**src/hw/rtl/dpjq_pkg.sv**
```systemverilog
package dpjq_pkg;

    // Result codes
    typedef enum logic [2:0] {
        ST_INSERTED = 3'd0,
        ST_DROPPED  = 3'd1,
        ST_REPLACED = 3'd2,
        ST_FULL     = 3'd3,
        ST_DEQUEUED = 3'd4,
        ST_EMPTY    = 3'd5
    } status_t;

    // Request operations
    localparam logic OP_ENQ = 1'b0;
    localparam logic OP_DEQ = 1'b1;

    // Job kinds
    localparam logic KIND_LOAD = 1'b0;
    localparam logic KIND_SAVE = 1'b1;

    // Sequencer states
    typedef enum logic [2:0] {
        SQ_IDLE,
        SQ_SCAN,
        SQ_DECIDE,
        SQ_SHIFT,
        SQ_WRITE,
        SQ_DONE
    } seq_state_t;

endpackage

```
**src/hw/rtl/dpjq_req_if.sv**
```systemverilog
interface dpjq_req_if #(
    parameter int TAG_WIDTH      = 32,
    parameter int PRIORITY_WIDTH = 16
);
    logic                             valid;
    logic                             ready;
    logic                             opcode;
    logic                             job_kind;
    logic signed [PRIORITY_WIDTH-1:0] job_priority;
    logic [TAG_WIDTH-1:0]             chunk_tag;
    logic [7:0]                       active_loads;
    logic [7:0]                       active_saves;

    modport source (
        output valid, opcode, job_kind, job_priority, chunk_tag, active_loads, active_saves,
        input  ready
    );
    modport sink (
        input  valid, opcode, job_kind, job_priority, chunk_tag, active_loads, active_saves,
        output ready
    );
endinterface

```
**src/hw/rtl/dpjq_rsp_if.sv**
```systemverilog
interface dpjq_rsp_if #(
    parameter int TAG_WIDTH      = 32,
    parameter int PRIORITY_WIDTH = 16,
    parameter int COUNT_WIDTH    = 5
);
    logic                             valid;
    logic                             ready;
    dpjq_pkg::status_t                status;
    logic                             out_kind;
    logic signed [PRIORITY_WIDTH-1:0] out_priority;
    logic [TAG_WIDTH-1:0]             out_chunk_tag;
    logic [COUNT_WIDTH-1:0]           queue_count;

    modport source (
        output valid, status, out_kind, out_priority, out_chunk_tag, queue_count,
        input  ready
    );
    modport sink (
        input  valid, status, out_kind, out_priority, out_chunk_tag, queue_count,
        output ready
    );
endinterface

```
**src/hw/rtl/dpjq_store.sv**
```systemverilog
module dpjq_store #(
    parameter int DEPTH = 16,
    parameter int WIDTH = 49
) (
    input  logic                     clk,
    input  logic                     we,
    input  logic [$clog2(DEPTH)-1:0] waddr,
    input  logic [WIDTH-1:0]         wdata,
    input  logic [$clog2(DEPTH)-1:0] raddr,
    output logic [WIDTH-1:0]         rdata
);
    logic [WIDTH-1:0] mem [DEPTH];
    logic [WIDTH-1:0] rdata_reg;

    // Write port
    always_ff @(posedge clk)
    begin
        if (we)
        begin
            mem[waddr] <= wdata;
        end
    end

    // Registered read port
    always_ff @(posedge clk)
    begin
        rdata_reg <= mem[raddr];
    end

    assign rdata = rdata_reg;
endmodule

```
**src/hw/rtl/dedup_priority_job_queue_unit.sv**
```systemverilog
// Channel  Dir  Word
// req      in   opcode, job_kind, job_priority, chunk_tag, active_loads, active_saves
// rsp      out  status, out_kind, out_priority, out_chunk_tag, queue_count
//
// One request is handled at a time: unless the queue is empty, a scan reads each held
// entry once from the job memory, then a shift moves entries one a cycle through the
// same memory port, then the new job is written on an insert or a replace.
// rst_n clears the held count and the sequencer; the memory needs no clearing.
// The result sits in an output register; the next request is taken while it waits.
module dedup_priority_job_queue_unit #(
    parameter int QUEUE_DEPTH    = 16,
    parameter int TAG_WIDTH      = 32,
    parameter int PRIORITY_WIDTH = 16
) (
    input  logic        clk,
    input  logic        rst_n,
    dpjq_req_if.sink    req,
    dpjq_rsp_if.source  rsp
);
    import dpjq_pkg::*;

    localparam int IDX_W = $clog2(QUEUE_DEPTH);
    localparam int CNT_W = $clog2(QUEUE_DEPTH + 1);
    localparam int ENT_W = 1 + PRIORITY_WIDTH + TAG_WIDTH;

    seq_state_t state_reg, state_next;

    logic [CNT_W-1:0]                count_reg;
    logic                            out_vld_reg;
    status_t                         status_reg;
    logic                            res_kind_reg;
    logic signed [PRIORITY_WIDTH-1:0] res_prio_reg;
    logic [TAG_WIDTH-1:0]            res_tag_reg;

    // Captured request
    logic                            op_reg;
    logic                            kind_reg;
    logic signed [PRIORITY_WIDTH-1:0] prio_reg;
    logic [TAG_WIDTH-1:0]            tag_reg;
    logic                            favored_reg;

    // Scan state
    logic [CNT_W-1:0]                rd_idx_reg;
    logic                            cmp_vld_reg;
    logic [CNT_W-1:0]                cmp_idx_reg;
    logic                            found_reg;
    logic [CNT_W-1:0]                match_reg;
    logic                            mkind_reg;
    logic signed [PRIORITY_WIDTH-1:0] mprio_reg;
    logic                            pos0_vld_reg;
    logic [CNT_W-1:0]                pos0_reg;
    logic                            posx_vld_reg;
    logic [CNT_W-1:0]                posx_reg;
    logic                            fav_vld_reg;
    logic [CNT_W-1:0]                pick_reg;
    logic                            pkind_reg;
    logic signed [PRIORITY_WIDTH-1:0] pprio_reg;
    logic [TAG_WIDTH-1:0]            ptag_reg;

    // Shift state
    logic                            right_reg;
    logic [CNT_W-1:0]                src_reg;
    logic [CNT_W-1:0]                left_reg;
    logic                            wnew_reg;
    logic [CNT_W-1:0]                newpos_reg;
    logic                            wr_pend_reg;
    logic [CNT_W-1:0]                wr_addr_reg;

    // Memory ports
    logic             mem_we;
    logic [IDX_W-1:0] mem_waddr;
    logic [ENT_W-1:0] mem_wdata;
    logic [IDX_W-1:0] mem_raddr;
    logic [ENT_W-1:0] mem_rdata;

    logic                            e_kind;
    logic signed [PRIORITY_WIDTH-1:0] e_prio;
    logic [TAG_WIDTH-1:0]            e_tag;
    logic                            first_hit;
    logic                            scan_issue;
    logic                            shift_issue;
    logic                            load_out;
    logic                            accept;
    logic [CNT_W-1:0]                pos0_eff;
    logic [CNT_W-1:0]                posx_eff;

    dpjq_store #(
        .DEPTH (QUEUE_DEPTH),
        .WIDTH (ENT_W)
    ) u_store (
        .clk   (clk),
        .we    (mem_we),
        .waddr (mem_waddr),
        .wdata (mem_wdata),
        .raddr (mem_raddr),
        .rdata (mem_rdata)
    );

    assign e_kind    = mem_rdata[ENT_W-1];
    assign e_prio    = mem_rdata[ENT_W-2 -: PRIORITY_WIDTH];
    assign e_tag     = mem_rdata[TAG_WIDTH-1:0];
    assign first_hit = (e_tag == tag_reg) && !found_reg;
    assign pos0_eff  = pos0_vld_reg ? pos0_reg : count_reg;
    assign posx_eff  = posx_vld_reg ? posx_reg : count_reg;

    // Next state
    always_comb
    begin
        state_next = state_reg;
        case (state_reg)
            SQ_IDLE:
            begin
                if (req.valid)
                begin
                    state_next = (count_reg == '0) ? SQ_DECIDE : SQ_SCAN;
                end
            end
            SQ_SCAN:
            begin
                if (rd_idx_reg == count_reg && !cmp_vld_reg)
                begin
                    state_next = SQ_DECIDE;
                end
            end
            SQ_DECIDE:
            begin
                state_next = SQ_SHIFT;
            end
            SQ_SHIFT:
            begin
                if (left_reg == '0 && !wr_pend_reg)
                begin
                    state_next = SQ_WRITE;
                end
            end
            SQ_WRITE:
            begin
                state_next = SQ_DONE;
            end
            SQ_DONE:
            begin
                if (!out_vld_reg || rsp.ready)
                begin
                    state_next = SQ_IDLE;
                end
            end
            default:
            begin
                state_next = SQ_IDLE;
            end
        endcase
    end

    // Sequencer outputs: handshake and memory control
    always_comb
    begin
        req.ready   = 1'b0;
        scan_issue  = 1'b0;
        shift_issue = 1'b0;
        load_out    = 1'b0;
        mem_we      = 1'b0;
        mem_waddr   = wr_addr_reg[IDX_W-1:0];
        mem_wdata   = mem_rdata;
        mem_raddr   = rd_idx_reg[IDX_W-1:0];
        case (state_reg)
            SQ_IDLE:
            begin
                req.ready = 1'b1;
            end
            SQ_SCAN:
            begin
                scan_issue = (rd_idx_reg < count_reg);
            end
            SQ_SHIFT:
            begin
                shift_issue = (left_reg != '0);
                mem_raddr   = src_reg[IDX_W-1:0];
                mem_we      = wr_pend_reg;
            end
            SQ_WRITE:
            begin
                mem_we    = wnew_reg;
                mem_waddr = newpos_reg[IDX_W-1:0];
                mem_wdata = {kind_reg, prio_reg, tag_reg};
            end
            SQ_DONE:
            begin
                load_out = !out_vld_reg || rsp.ready;
            end
            default:
            begin
                req.ready = 1'b0;
            end
        endcase
    end

    assign accept = req.valid && req.ready;

    // Control registers
    always_ff @(posedge clk or negedge rst_n)
    begin
        if (!rst_n)
        begin
            state_reg   <= SQ_IDLE;
            out_vld_reg <= 1'b0;
            cmp_vld_reg <= 1'b0;
            wr_pend_reg <= 1'b0;
        end
        else
        begin
            state_reg   <= state_next;
            cmp_vld_reg <= scan_issue;
            wr_pend_reg <= shift_issue;
            if (load_out)
            begin
                out_vld_reg <= 1'b1;
            end
            else if (rsp.ready)
            begin
                out_vld_reg <= 1'b0;
            end
        end
    end

    // Held count
    always_ff @(posedge clk or negedge rst_n)
    begin
        if (!rst_n)
        begin
            count_reg <= '0;
        end
        else if (state_reg == SQ_DECIDE)
        begin
            if (op_reg == OP_ENQ)
            begin
                if (!(found_reg && mkind_reg == kind_reg)
                    && count_reg != CNT_W'(QUEUE_DEPTH))
                begin
                    count_reg <= count_reg + 1'b1;
                end
            end
            else if (count_reg != '0)
            begin
                count_reg <= count_reg - 1'b1;
            end
        end
    end

    // Datapath: capture, scan, decide, shift
    always_ff @(posedge clk)
    begin
        if (accept)
        begin
            op_reg       <= req.opcode;
            kind_reg     <= req.job_kind;
            prio_reg     <= req.job_priority;
            tag_reg      <= req.chunk_tag;
            favored_reg  <= (req.active_saves > req.active_loads) ? KIND_LOAD : KIND_SAVE;
            rd_idx_reg   <= '0;
            found_reg    <= 1'b0;
            pos0_vld_reg <= 1'b0;
            posx_vld_reg <= 1'b0;
            fav_vld_reg  <= 1'b0;
            pick_reg     <= '0;
        end

        // Advance the scan and compare the returned entry
        if (scan_issue)
        begin
            rd_idx_reg  <= rd_idx_reg + 1'b1;
            cmp_idx_reg <= rd_idx_reg;
        end
        if (state_reg == SQ_SCAN && cmp_vld_reg)
        begin
            if (first_hit)
            begin
                found_reg <= 1'b1;
                match_reg <= cmp_idx_reg;
                mkind_reg <= e_kind;
                mprio_reg <= e_prio;
            end
            if (!pos0_vld_reg && prio_reg > e_prio)
            begin
                pos0_vld_reg <= 1'b1;
                pos0_reg     <= cmp_idx_reg;
            end
            if (!posx_vld_reg && !first_hit && prio_reg > e_prio)
            begin
                posx_vld_reg <= 1'b1;
                posx_reg     <= cmp_idx_reg;
            end
            if (!fav_vld_reg && e_kind == favored_reg)
            begin
                fav_vld_reg <= 1'b1;
                pick_reg    <= cmp_idx_reg;
                pkind_reg   <= e_kind;
                pprio_reg   <= e_prio;
                ptag_reg    <= e_tag;
            end
            else if (!fav_vld_reg && cmp_idx_reg == '0)
            begin
                pkind_reg <= e_kind;
                pprio_reg <= e_prio;
                ptag_reg  <= e_tag;
            end
        end

        // Choose the outcome and set up the shift
        if (state_reg == SQ_DECIDE)
        begin
            left_reg <= '0;
            wnew_reg <= 1'b0;
            if (op_reg == OP_ENQ)
            begin
                if (found_reg && mkind_reg == kind_reg)
                begin
                    if (prio_reg > mprio_reg)
                    begin
                        status_reg <= ST_REPLACED;
                        wnew_reg   <= 1'b1;
                        if (posx_eff < match_reg)
                        begin
                            right_reg  <= 1'b1;
                            src_reg    <= match_reg - 1'b1;
                            left_reg   <= match_reg - posx_eff;
                            newpos_reg <= posx_eff;
                        end
                        else
                        begin
                            right_reg  <= 1'b0;
                            src_reg    <= match_reg + 1'b1;
                            left_reg   <= posx_eff - match_reg - 1'b1;
                            newpos_reg <= posx_eff - 1'b1;
                        end
                    end
                    else
                    begin
                        status_reg <= ST_DROPPED;
                    end
                end
                else if (count_reg == CNT_W'(QUEUE_DEPTH))
                begin
                    status_reg <= ST_FULL;
                end
                else
                begin
                    status_reg <= ST_INSERTED;
                    wnew_reg   <= 1'b1;
                    right_reg  <= 1'b1;
                    src_reg    <= count_reg - 1'b1;
                    left_reg   <= count_reg - pos0_eff;
                    newpos_reg <= pos0_eff;
                end
            end
            else if (count_reg == '0)
            begin
                status_reg <= ST_EMPTY;
            end
            else
            begin
                status_reg <= ST_DEQUEUED;
                right_reg  <= 1'b0;
                src_reg    <= pick_reg + 1'b1;
                left_reg   <= count_reg - pick_reg - 1'b1;
            end
        end

        // Move one entry a cycle
        if (shift_issue)
        begin
            left_reg    <= left_reg - 1'b1;
            src_reg     <= right_reg ? src_reg - 1'b1 : src_reg + 1'b1;
            wr_addr_reg <= right_reg ? src_reg + 1'b1 : src_reg - 1'b1;
        end

        // Load the result word
        if (load_out)
        begin
            if (status_reg == ST_DEQUEUED)
            begin
                res_kind_reg <= pkind_reg;
                res_prio_reg <= pprio_reg;
                res_tag_reg  <= ptag_reg;
            end
            else
            begin
                res_kind_reg <= 1'b0;
                res_prio_reg <= '0;
                res_tag_reg  <= '0;
            end
        end
    end

    logic [CNT_W-1:0] res_count_reg;
    status_t          res_status_reg;

    // Hold status and count with the result word
    always_ff @(posedge clk)
    begin
        if (load_out)
        begin
            res_status_reg <= status_reg;
            res_count_reg  <= count_reg;
        end
    end

    assign rsp.valid         = out_vld_reg;
    assign rsp.status        = res_status_reg;
    assign rsp.out_kind      = res_kind_reg;
    assign rsp.out_priority  = res_prio_reg;
    assign rsp.out_chunk_tag = res_tag_reg;
    assign rsp.queue_count   = res_count_reg;

    a_count_bound: assert property (@(posedge clk) disable iff (!rst_n)
        count_reg <= CNT_W'(QUEUE_DEPTH))
        else $error("held count above depth");

    a_scan_range: assert property (@(posedge clk) disable iff (!rst_n)
        scan_issue |-> rd_idx_reg < count_reg)
        else $error("scan read beyond held entries");

    a_shift_range: assert property (@(posedge clk) disable iff (!rst_n)
        (state_reg == SQ_SHIFT && wr_pend_reg) |-> wr_addr_reg < count_reg)
        else $error("shift write beyond held entries");

    a_full_only: assert property (@(posedge clk) disable iff (!rst_n)
        (load_out && status_reg == ST_FULL) |-> count_reg == CNT_W'(QUEUE_DEPTH))
        else $error("full reported below depth");
endmodule
```
**src/flat_wrapper.sv**
```systemverilog
// flat-port wrapper written by rule: the top's interface ports become plain ports
module dedup_priority_job_queue_unit_flat import dpjq_pkg::*;
#(
    parameter int QUEUE_DEPTH    = 16,
    parameter int TAG_WIDTH      = 32,
    parameter int PRIORITY_WIDTH = 16
)
  (clk, rst_n, req_valid, req_opcode, req_job_kind, req_job_priority, req_chunk_tag, req_active_loads, req_active_saves, req_ready, rsp_valid, rsp_status, rsp_out_kind, rsp_out_priority, rsp_out_chunk_tag, rsp_queue_count, rsp_ready);
  dpjq_req_if #(.TAG_WIDTH(TAG_WIDTH), .PRIORITY_WIDTH(PRIORITY_WIDTH)) req_i ();
  dpjq_rsp_if #(.TAG_WIDTH(TAG_WIDTH), .PRIORITY_WIDTH(PRIORITY_WIDTH)) rsp_i ();
  input  logic clk;
  input  logic rst_n;
  input wire logic [$bits(req_i.valid)-1:0] req_valid;
  input wire logic [$bits(req_i.opcode)-1:0] req_opcode;
  input wire logic [$bits(req_i.job_kind)-1:0] req_job_kind;
  input wire logic [$bits(req_i.job_priority)-1:0] req_job_priority;
  input wire logic [$bits(req_i.chunk_tag)-1:0] req_chunk_tag;
  input wire logic [$bits(req_i.active_loads)-1:0] req_active_loads;
  input wire logic [$bits(req_i.active_saves)-1:0] req_active_saves;
  output wire logic [$bits(req_i.ready)-1:0] req_ready;
  output wire logic [$bits(rsp_i.valid)-1:0] rsp_valid;
  output wire logic [$bits(rsp_i.status)-1:0] rsp_status;
  output wire logic [$bits(rsp_i.out_kind)-1:0] rsp_out_kind;
  output wire logic [$bits(rsp_i.out_priority)-1:0] rsp_out_priority;
  output wire logic [$bits(rsp_i.out_chunk_tag)-1:0] rsp_out_chunk_tag;
  output wire logic [$bits(rsp_i.queue_count)-1:0] rsp_queue_count;
  input wire logic [$bits(rsp_i.ready)-1:0] rsp_ready;
  assign req_i.valid = req_valid;
  assign req_i.opcode = req_opcode;
  assign req_i.job_kind = req_job_kind;
  assign req_i.job_priority = req_job_priority;
  assign req_i.chunk_tag = req_chunk_tag;
  assign req_i.active_loads = req_active_loads;
  assign req_i.active_saves = req_active_saves;
  assign req_ready = req_i.ready;
  assign rsp_valid = rsp_i.valid;
  assign rsp_status = rsp_i.status;
  assign rsp_out_kind = rsp_i.out_kind;
  assign rsp_out_priority = rsp_i.out_priority;
  assign rsp_out_chunk_tag = rsp_i.out_chunk_tag;
  assign rsp_queue_count = rsp_i.queue_count;
  assign rsp_i.ready = rsp_ready;
  dedup_priority_job_queue_unit #(.QUEUE_DEPTH(QUEUE_DEPTH), .TAG_WIDTH(TAG_WIDTH), .PRIORITY_WIDTH(PRIORITY_WIDTH)) u_core (.clk(clk), .rst_n(rst_n), .req(req_i), .rsp(rsp_i));
endmodule
```
**config.mk**
```make
export PLATFORM = sky130hd
export DESIGN_NAME = dedup_priority_job_queue_unit_flat
export DESIGN_NICKNAME = d
export VERILOG_FILES = /design/src/hw/rtl/dpjq_pkg.sv /design/src/hw/rtl/dpjq_req_if.sv /design/src/hw/rtl/dpjq_rsp_if.sv /design/src/hw/rtl/dpjq_store.sv /design/src/hw/rtl/dedup_priority_job_queue_unit.sv /design/src/flat_wrapper.sv
export SDC_FILE = /design/constraint.sdc
export NUM_CORES = 1
export LEC_CHECK = 0
export BUFFER_PORTS_ARGS = -buffer_cell sky130_fd_sc_hd__buf_2
export CORE_AREA = 2 2 378 380
export DETAILED_ROUTE_END_ITERATION = 8
export DIE_AREA = 0 0 380 382
export PLACE_DENSITY = 0.47
export SLEW_MARGIN = 20
export SYNTH_ARGS = -nofsm -noshare
export SYNTH_HDL_FRONTEND = slang
export SYNTH_HIERARCHICAL = 1
export SYNTH_SLANG_ARGS = --single-unit
```
**constraint.sdc**
```tcl
create_clock -name clk -period 18.6 [get_ports clk]
set_input_delay 0.93 -clock clk [delete_from_list [all_inputs] [get_ports clk]]
set_output_delay 0.93 -clock clk [all_outputs]
set_load 0.05 [all_outputs]
```
# Word level (Yosys, flattened, before mapping)
# Memories as Yosys holds them, arrays and structs flattened. A register that Yosys moved wholly into a read port is not among the register bits.
# Index checks and enable logic that the tools add are counted.
[op_classes]
add_sub_neg = 16
order_cmp = 5
n_eq_ne = 25
n_mux = 83
n_bitwise = 1
reduce_logical = 42
[ops]
columns = ["cell", "count"]
rows = [
  ["$mux W5", 27],
  ["$mux W32", 2],
  ["$mux W49", 1],
  ["$mux W1", 33],
  ["$eq A32 B32 Y1", 1],
  ["$gt A16 B16 Y1", 2],
  ["$mux W16", 2],
  ["$sub A5 B1 Y5 const B", 6],
  ["$mux W4", 7],
  ["$add A5 B1 Y5 const B", 5],
  ["$sub A5 B5 Y5", 4],
  ["$mux W3", 6],
  ["$pmux W3 S6", 1],
  ["$reduce_and A4 Y1", 4],
  ["$logic_not A5 Y1", 3],
  ["$logic_and A1 B1 Y1", 12],
  ["$lt A5 B5 Y1", 2],
  ["$reduce_bool A2 Y1", 5],
  ["$reduce_bool A5 Y1", 2],
  ["$eq A3 B3 Y1 const B", 3],
  ["$logic_not A1 Y1", 9],
  ["$gt A8 B8 Y1", 1],
  ["$ne A2 B1 Y1 const B", 4],
  ["$ne A2 B2 Y1 const B", 4],
  ["other kinds (19)", 26],
]
[totals]
reg_bits = 242
ramBits = 784
in_bits = 70
output_inout_bits = 59
wordCells = 210
mem_count = 1
[memory_table]
columns = ["memory", "words", "word_bits", "rd", "rd_ports_with_merged_regs", "wr", "line_no", "source"]
rows = [
  ["u_core.u_store.mem", 16, 49, 1, 1, 1, "dpjq_store.sv:12", "logic [WIDTH-1:0] mem [DEPTH];"],
]

# Depth between registers and ports, before layout
# Gate-level depths: netlist (run 1).
[logic_depth]
ltp_word = 9
depth_mapped = 17
ltp_nobuf = 15

# Modules after synthesis
# The synthesis (run 1) kept the hierarchy.
[modules_own_cells]
columns = ["mod", "instances", "cells_each", "area_per_inst_um2", "seq_area_each_um2"]
rows = [
  ["dpjq_store", 1, 1268, 30336.6, 24523.5],
  ["dedup_priority_job_queue_unit", 1, 910, 11772.5, 7091.8],
]

# Worst setup path before layout (run 1)
# Ideal clock, no wire load.
[synth_timing]
path_type = "register to register"
start = "reg u_core.state_reg[0]"
end = "reg u_core.pkind_reg (enable)"
setup_time_ps = 591
t_arrival_ps = 6076
t_required_ps = 18009
setup_slack_ps = 11933
stages_incl_launch_ff = 5
n_path_buf = 1
period_less_slack_ps = 6667
path_cell_list = "dfrtp_1 -> clkbuf_1 -> nor3b_1 -> nand2_1 -> o41ai_1"
[synth_via]
elab_chain_cells = 3
[synth_lines]
columns = ["item", "line_no", "source"]
rows = [
  ["from (decl)", "dedup_priority_job_queue_unit.sv:26", "seq_state_t state_reg, state_next;"],
  ["from (signal assigned)", "dedup_priority_job_queue_unit.sv:211", "state_reg <= state_next;"],
  ["$eq A3 B1 Y1", "dedup_priority_job_queue_unit.sv:273", "if (state_reg == SQ_SCAN && cmp_vld_reg)"],
  ["$logic_and A1 B1 Y1", "dedup_priority_job_queue_unit.sv:273", ""],
  ["$reduce_and A2 Y1 (no line)", "--", ""],
  ["to (signal assigned)", "dedup_priority_job_queue_unit.sv:296", "pkind_reg <= e_kind;"],
  ["to (signal assigned)", "dedup_priority_job_queue_unit.sv:302", "pkind_reg <= e_kind;"],
  ["to (decl)", "dedup_priority_job_queue_unit.sv:56", "logic pkind_reg;"],
]
# No other way between the ends.
# A chain may end at the register's enable or synchronous reset.

# Worst setup path after layout (run 1)
[layout_timing]
start = "reg u_core.state_reg[0]"
end = "reg u_core.u_store.rdata_reg[48] (netlist: u_core/u_store/rdata[48]) (read register of u_core.u_store.mem)"
[layout_via]
elab_chain_cells = 2
[layout_lines]
columns = ["item", "line_no", "source"]
rows = [
  ["$eq A3 B2 Y1", "dedup_priority_job_queue_unit.sv:165", "case (state_reg)"],
  ["$mux W4", "dedup_priority_job_queue_unit.sv:165", ""],
  ["via u_core.mem_raddr[0]", "dedup_priority_job_queue_unit.sv:73", "logic [IDX_W-1:0] mem_raddr;"],
  ["to (decl)", "dpjq_store.sv:13", "logic [WIDTH-1:0] rdata_reg;"],
]
# The timed path passes the listed nets, and every way through them passes these cells.

==> results_dict.tcl, run 1 <==
set metrics [dict create \
    cts_num_sinks 1074 \
    hold-worst-slack_ns 0.0975 \
    synth_edf_count 1005 \
    post_cts_resize_count 0 \
    max_slew_margin_pct 25.2 \
    gr-usage-met1_pct 20.8 \
    largest_register_ffs 784 \
    max_clock_freq_mhz 186 \
    final.min_clock_period_ns 5.38 \
    required_ns 19.20 \
    gr-usage-met3_pct 2.49 \
    pin_count_of_the_biggest_net_entering_global_routing 154 \
    synth_fp_nets 2326 \
    p_leak_nw 16.3 \
    cts.hold.buffers_added 0 \
    layout.nets 2542 \
    unrepaired_setup_endpoints_after_global_routing "false" \
    kind_of_critical_path "flop to flop" \
    final_cell_area_mm2 0.0493 \
    worst_ir_drop_vdd_v 0.000179 \
    place.gp.congestion 0.789 \
    crit_path_end "u_core/u_store/rdata[48]$_DFF_P_" \
    netlist_instances 2178 \
    syn-cell-area_mm2 0.0421 \
    io_pins 129 \
    globalRoute.busiestLayer "met2" \
    clock_root_buffer "clkbuf_16" \
    dp_slack_ns 13.09 \
    flow.area_growth_from_synthesis_pct 17.2 \
    outcome "finished clean" \
    critical_path.reg2reg.endpoint "u_core/u_store/rdata[48]$_DFF_P_" \
    cp_common_cell "nand2_1" \
    grt_pass1_wl_um 157000 \
    multi_input_area_mm2 0.00996 \
    die_area_mm2 0.145 \
    cts-root-to-sink-buffers 3 \
    drive_gt1_share_pct 25.8 \
    cp.arrival_ns 5.98 \
    cts.htree.levels 3 \
    placement_rows 138 \
    core_box_area_mm2 0.141 \
    route.final.wire_length_um 109000 \
    floorplan.die.height_um 382 \
    syn_area_per_cell_um2 19.3 \
    regToRegSetupSlack_ns 13.22 \
    routed_wirelength_normalized_by_instance_count_um 24.8 \
    detailroute.via_count 21100 \
    crit_path_max_fanout 99 \
    clk_latency_ns 0.73 \
    cts.clk_slew.worst_paths_ns 0.06 \
    ffs_w_async_s_r_synth_pct 1.02 \
    synth-main-ff-cell "edfxtp_1" \
    cts_setup_buffers 0 \
    ys_seq_area_share_pct 75.1 \
    area_occupied_by_registers_mm2 0.0316 \
    worst-slew-pin-transition_ns 1.12 \
    ys_ff_latch 1074 \
    worstPathCellList "nand2_1 > nor2_1 > nand2_1 > o21ai_4 > buf_4 > buf_12 > buf_4 > mux4_2 > a22oi_1 > nand2_1" \
    timing.reg2reg.worst_path_depth 10 \
    cp-end-kind "flop" \
    r2r_start "u_core/state_reg[0]$_DFFE_PN0P_" \
    setup-tns-final_ns 0 \
    met2_usage_pct 23.9 \
    critical-path-max-stage-delay_ns 0.91 \
    place.port_buffers 128 \
    drc 0 \
    worst_slack_setup_final_ns 13.22 \
    globalRouteOverflowTotal 0 \
    ys.warnings.count 6 \
    tritoncts "yes" \
    startpoint_type "flop" \
    initial_utilization_pct 29.9 \
    drt_via_density 4.82 \
    fin_crit_sh_pct 28.9 \
    cp_slowest_cell "buf_4" \
    critical_path_startpoint "u_core/state_reg[0]$_DFFE_PN0P_" \
    timing_max_transition_violations_final 0 \
    grt_pass1_vias 22200 \
    maxCapViolations 0 \
    route.antenna.remaining_nets 0 \
    pd_cells_mw_per_mm2 170 \
    detailed_place.area_mm2 0.0454 \
    dr.pass1.iters 7 \
    setup_viol 0 \
    detailed_router_s_first_iteration_violation_count 1945 \
    post-dp-hpwl_um 60500 \
    path_category_of_the_worst_min_delay_check "input port to async pin" \
    finalClockSkew_ns 0.0708 \
    die_x_um 380 \
    grt_antenna_before_repair 5 \
    hold_viol 0 \
    groute.usage.overall_pct 14.9 \
    number_of_library_cell_types_mapped_by_synthesis 65 \
    num-fill-cells 13200 \
    tritoncts.num_buffers 116 \
]
## kinds of logic (layout without fill, tap and decap cells)
family	Yosys count	after routing	synth area share (%)
AO/OA/AOI/OAI	239	239	3.79
XOR/XNOR	70	70	1.47
adder cells (fa/ha/maj)	78	78	2.41
buffers and inverters	167	481	1.74
flip-flops	1074	1074	75.1
multiplexers	252	252	11.9
other	0	2	0
AND/OR/NAND/NOR	298	298	3.57
## how the worst min path moves through the flow
stage,start,endpoint,slack [ns],cells after the start
global placement,u_core/status_reg[2]$_SDFFCE_PP1P_,u_core/rsp.status[2]$_DFFE_PP_,0.43,0
global route,rst_n,u_core/state_reg[2]$_DFFE_PN0P_,0.06,1
finish,rst_n,u_core/state_reg[2]$_DFFE_PN0P_,0.1,1
floorplan,u_core/status_reg[2]$_SDFFCE_PP1P_,u_core/rsp.status[2]$_DFFE_PP_,0.42,0
detailed placement,u_core/status_reg[2]$_SDFFCE_PP1P_,u_core/rsp.status[2]$_DFFE_PP_,0.44,0
CTS,rst_n,u_core/state_reg[2]$_DFFE_PN0P_,0.04,1
## metrics by stage
stage | utilization [%] | cells | power [W]
finish | 35.0 | 4384 | 0.00841
global route | 35.0 | 4382 | 0.00884
CTS | 35.0 | 4381 | 0.00853
detailed placement | 32.2 | 4165 | 0.00615
global placement | 32.2 | 4163 | 0.00609
floorplan | - | 2178 | 0.00529
## area by class of cell
| cell class | count | share of cell area (%) |
|---|---|---|
| antenna | 2 | 0.0101 |
| clock buffer | 155 | 6.49 |
| clock inverter | 61 | 1.50 |
| inverter | 76 | 0.581 |
| multi-input combinational | 937 | 20.2 |
| sequential | 1074 | 64.1 |
| tap | 1890 | 4.79 |
| timing repair buffer | 189 | 2.38 |
## where the power goes
group	switching (W)	internal, W	total [W]	leakage [nW]
Clock	0.000963	0.00139	0.00235	1.92
Sequential	0.000184	0.00322	0.00340	9.74
Combinational	0.00160	0.00105	0.00265	4.66
Total	0.00275	0.00566	0.00841	16.3
## worst max-delay path, delay by kind of cell (launching register included)
| family | cells | cell delay, ns |
|---|---|---|
| buffers and inverters | 3 | 2.35 |
| and+or+nand+nor | 4 | 1.10 |
| muxes | 1 | 0.61 |
| AOI/OAI and AO/OA | 2 | 0.52 |
| DFF | 1 | 0.51 |
## cells in the mapped netlist (all sizes together), types with 33 or more instances
cell / n / share of area (%)
o21ai: 45 / 0.53
xnor2: 33 / 0.70
mux2: 42 / 1.1
clkbuf: 55 / 0.49
a22oi: 100 / 1.8
mux4: 196 / 10
inv: 76 / 0.68
and2: 55 / 0.82
xor2: 37 / 0.77
nor2: 36 / 0.32
buf: 36 / 0.57
nand2: 110 / 0.99
edfxtp: 1005 / 72
ha: 73 / 2.2
a21oi: 41 / 0.49
dfxtp: 58 / 2.8
## routing by layer
metal,part of all wire (%),vias up
met5,0,-
met4,2.4,0
met3,5.4,149
met2,47,593
met1,45,11200
li1,-,9180
## placed cells by master (no fill, tap or decap), types with 7 or more instances in the layout
cell type  count
edfxtp_1    1005
mux4_2       196
buf_2        128
clkbuf_16    117
nand2_1      109
a22oi_1      100
ha_1          73
inv_1         72
dfxtp_1       58
buf_4         56
and2_1        53
mux2_2        42
a21oi_1       40
xor2_1        37
o21ai_0       36
xnor2_1       32
clkbuf_1      25
nor2_1        22
clkinv_2      19
nand3_1       17
clkinv_1      16
mux2i_1       14
clkbuf_8      13
bufinv_16     13
nor2_4        13
a21o_1        11
nand2b_1      11
nor4_1        11
dfrtp_1       11
nor3_1         9
nand4_1        9
o21a_1         8
nor2b_1        8
o21ai_1        7
(Power assumes the default switching activity.)
==> run 2, diff against run 1 <==
--- a/config.mk
+++ b/config.mk
@@ -9,7 +9,7 @@
 export CORE_AREA = 2 2 378 380
 export DETAILED_ROUTE_END_ITERATION = 8
 export DIE_AREA = 0 0 380 382
-export PLACE_DENSITY = 0.47
+export PLACE_DENSITY = 0.49
 export SLEW_MARGIN = 20
 export SYNTH_ARGS = -nofsm -noshare
 export SYNTH_HDL_FRONTEND = slang
==> constraint.sdc (replaced) <==
create_clock -name clk -period 4.6 [get_ports clk]
set_input_delay 0.23 -clock clk [delete_from_list [all_inputs] [get_ports clk]]
set_output_delay 0.23 -clock clk [all_outputs]
set_load 0.05 [all_outputs]
==> results_dict.tcl, run 2 (synthesis results as in run 1) <==
set metrics [dict create \
    worst_ir_drop_vdd_v 0.000485 \
    path_category_of_the_worst_min_delay_check "input port to flop" \
    setup_viol 0 \
    route.final.wire_length_um 107000 \
    layout.core_utilization_pct 35.5 \
    multi_input_area_mm2 0.00999 \
    cts-root-to-sink-buffers 3 \
    die_area_mm2 0.145 \
    place.gp.congestion 0.835 \
    fin_crit_sh_pct 78.6 \
    route.antenna.remaining_nets 0 \
    clock_root_buffer "clkbuf_16" \
    place.port_buffers 128 \
    cts_num_sinks 1074 \
    floorplan.die.height_um 382 \
    groute.usage.overall_pct 14.6 \
    maxCapViolations 0 \
    worst_slack_setup_final_ns 0.983 \
    core_box_area_mm2 0.141 \
    routed_wirelength_normalized_by_instance_count_um 24.2 \
    critical-path-top-delay-family "compound AO/OA/AOI/OAI gates" \
    max_slew_margin_pct 29.4 \
    timing.critical_path.buf_inv 3 \
    power_w 0.0340 \
    grt_antenna_before_repair 2 \
    initial_utilization_pct 29.9 \
    post-dp-hpwl_um 59500 \
    layout.nets 2595 \
    globalRouteOverflowTotal 0 \
    cts.htree.levels 3 \
    num-fill-cells 13200 \
    placement_rows 138 \
    clk_latency_ns 0.69 \
    largest_register_ffs 784 \
    mostFrequentLayoutCells "1005 x edfxtp_1, 196 x mux4_2, 128 x buf_2" \
    mostFrequentLayoutCell "edfxtp_1" \
    dp_slack_ns 1.03 \
    worst-slew-pin-transition_ns 1.06 \
    required_ns 5.02 \
    detailed_router_s_first_iteration_violation_count 1752 \
    hold_viol 0 \
    kind_of_critical_path "flop to flop" \
    critical-path-max-stage-delay_ns 0.48 \
    die_x_um 380 \
    outcome "finished clean" \
    flow.area_growth_from_synthesis_pct 18.8 \
    unrepaired_setup_endpoints_after_global_routing "false" \
    area_occupied_by_registers_mm2 0.0316 \
    final_cell_area_mm2 0.0500 \
    cp.arrival_ns 4.04 \
    detailroute.via_count 21400 \
    p_leak_nw 16.5 \
    drt_via_density 4.82 \
    drive_gt1_share_pct 25.3 \
    drc 0 \
    startpoint_type "flop" \
    cts.clk_slew.worst_paths_ns 0.06 \
    detailed_place.area_mm2 0.0457 \
    io_pins 129 \
    dr.pass1.iters 5 \
    finalClockSkew_ns 0.0217 \
    pd_cells_mw_per_mm2 679 \
    cp-end-kind "flop" \
    final.min_clock_period_ns 3.62 \
    max_clock_freq_mhz 276 \
    cts_setup_buffers 0 \
    timing_max_transition_violations_final 0 \
    worstPathCellList "inv_1 > o21a_1 > inv_1 > ha_1 > nand2_1 > o21ai_1 > a31oi_1 > nor2_1 > buf_4 > ha_1 > a21oi_1 > xnor2_1 > xnor2_1 > o211ai_1 > a22oi_1" \
    grt_pass1_wl_um 156000 \
    grt_pass1_vias 22200 \
    tritoncts "yes" \
    pin_count_of_the_biggest_net_entering_global_routing 82 \
    cp_slowest_cell "dfrtp_1" \
    crit_path_max_fanout 11 \
    tritoncts.num_buffers 111 \
]
run 2: area by class of cell:
class	instances	area share, %
multi-input combinational	937	20.0
clock buffer	154	6.21
tap	1890	4.73
timing repair buffer	247	3.94
antenna	2	0.0100
inverter	76	0.573
clock inverter	55	1.35
sequential	1074	63.2
run 2: path summary, 6_finish.rpt:
path                                                     from                               to  slack (ns)  cells after the start
min                                       req_active_saves[7]     u_core/favored_reg$_DFFE_PP_        0.20                      5
max                           u_core/count_reg[1]$_DFFE_PN0P_      u_core/src_reg[3]$_DFFE_PP_        0.98                     15
min reg2reg                u_core/status_reg[2]$_SDFFCE_PP1P_   u_core/rsp.status[2]$_DFFE_PP_        0.45                      0
max reg2reg                   u_core/count_reg[1]$_DFFE_PN0P_      u_core/src_reg[3]$_DFFE_PP_        0.98                     15
min in group asynchronous                               rst_n  u_core/count_reg[0]$_DFFE_PN0P_        0.65                      3
max in group asynchronous                               rst_n  u_core/state_reg[0]$_DFFE_PN0P_        3.53                      3
run 2: per-stage QoR:
stage	instances	hold slack, ns	setup TNS (ns)
global placement	4170	0.138	0
finish	4435	0.200	0
CTS	4433	0.134	0
detailed placement	4170	0.148	0
floorplan	2178	-0.0656	-103.40
global route	4433	0.192	0
run 2: routing by layer:
| layer | up-vias | part of all wire [%] | track usage [%] |
|---|---|---|---|
| li1 | 9276 | - | - |
| met1 | 11400 | 46 | 20.5 |
| met2 | 572 | 48 | 24.0 |
| met3 | 138 | 4.3 | 1.99 |
| met4 | 0 | 1.8 | 3.33 |
| met5 | - | 0 | 0 |
run 2: where the power goes:
group | switching, W | internal [W] | total (W) | leakage (nW)
Sequential | 0.000723 | 0.0130 | 0.0137 | 9.74
Combinational | 0.00658 | 0.00441 | 0.0110 | 4.98
Clock | 0.00379 | 0.00546 | 0.00926 | 1.82
run 2: timing repair:
item,in CTS,in global routing
endpoints found under the hold margin,63,0
resized for setup,0,0
hold buffers,54,0
run 2: tightest hold or removal path, stage by stage:
cell and delay, ns:
buf_2 0.08, ha_1 0.13, a21oi_1 0.04, o21ai_0 0.05, o21ai_0 0.14
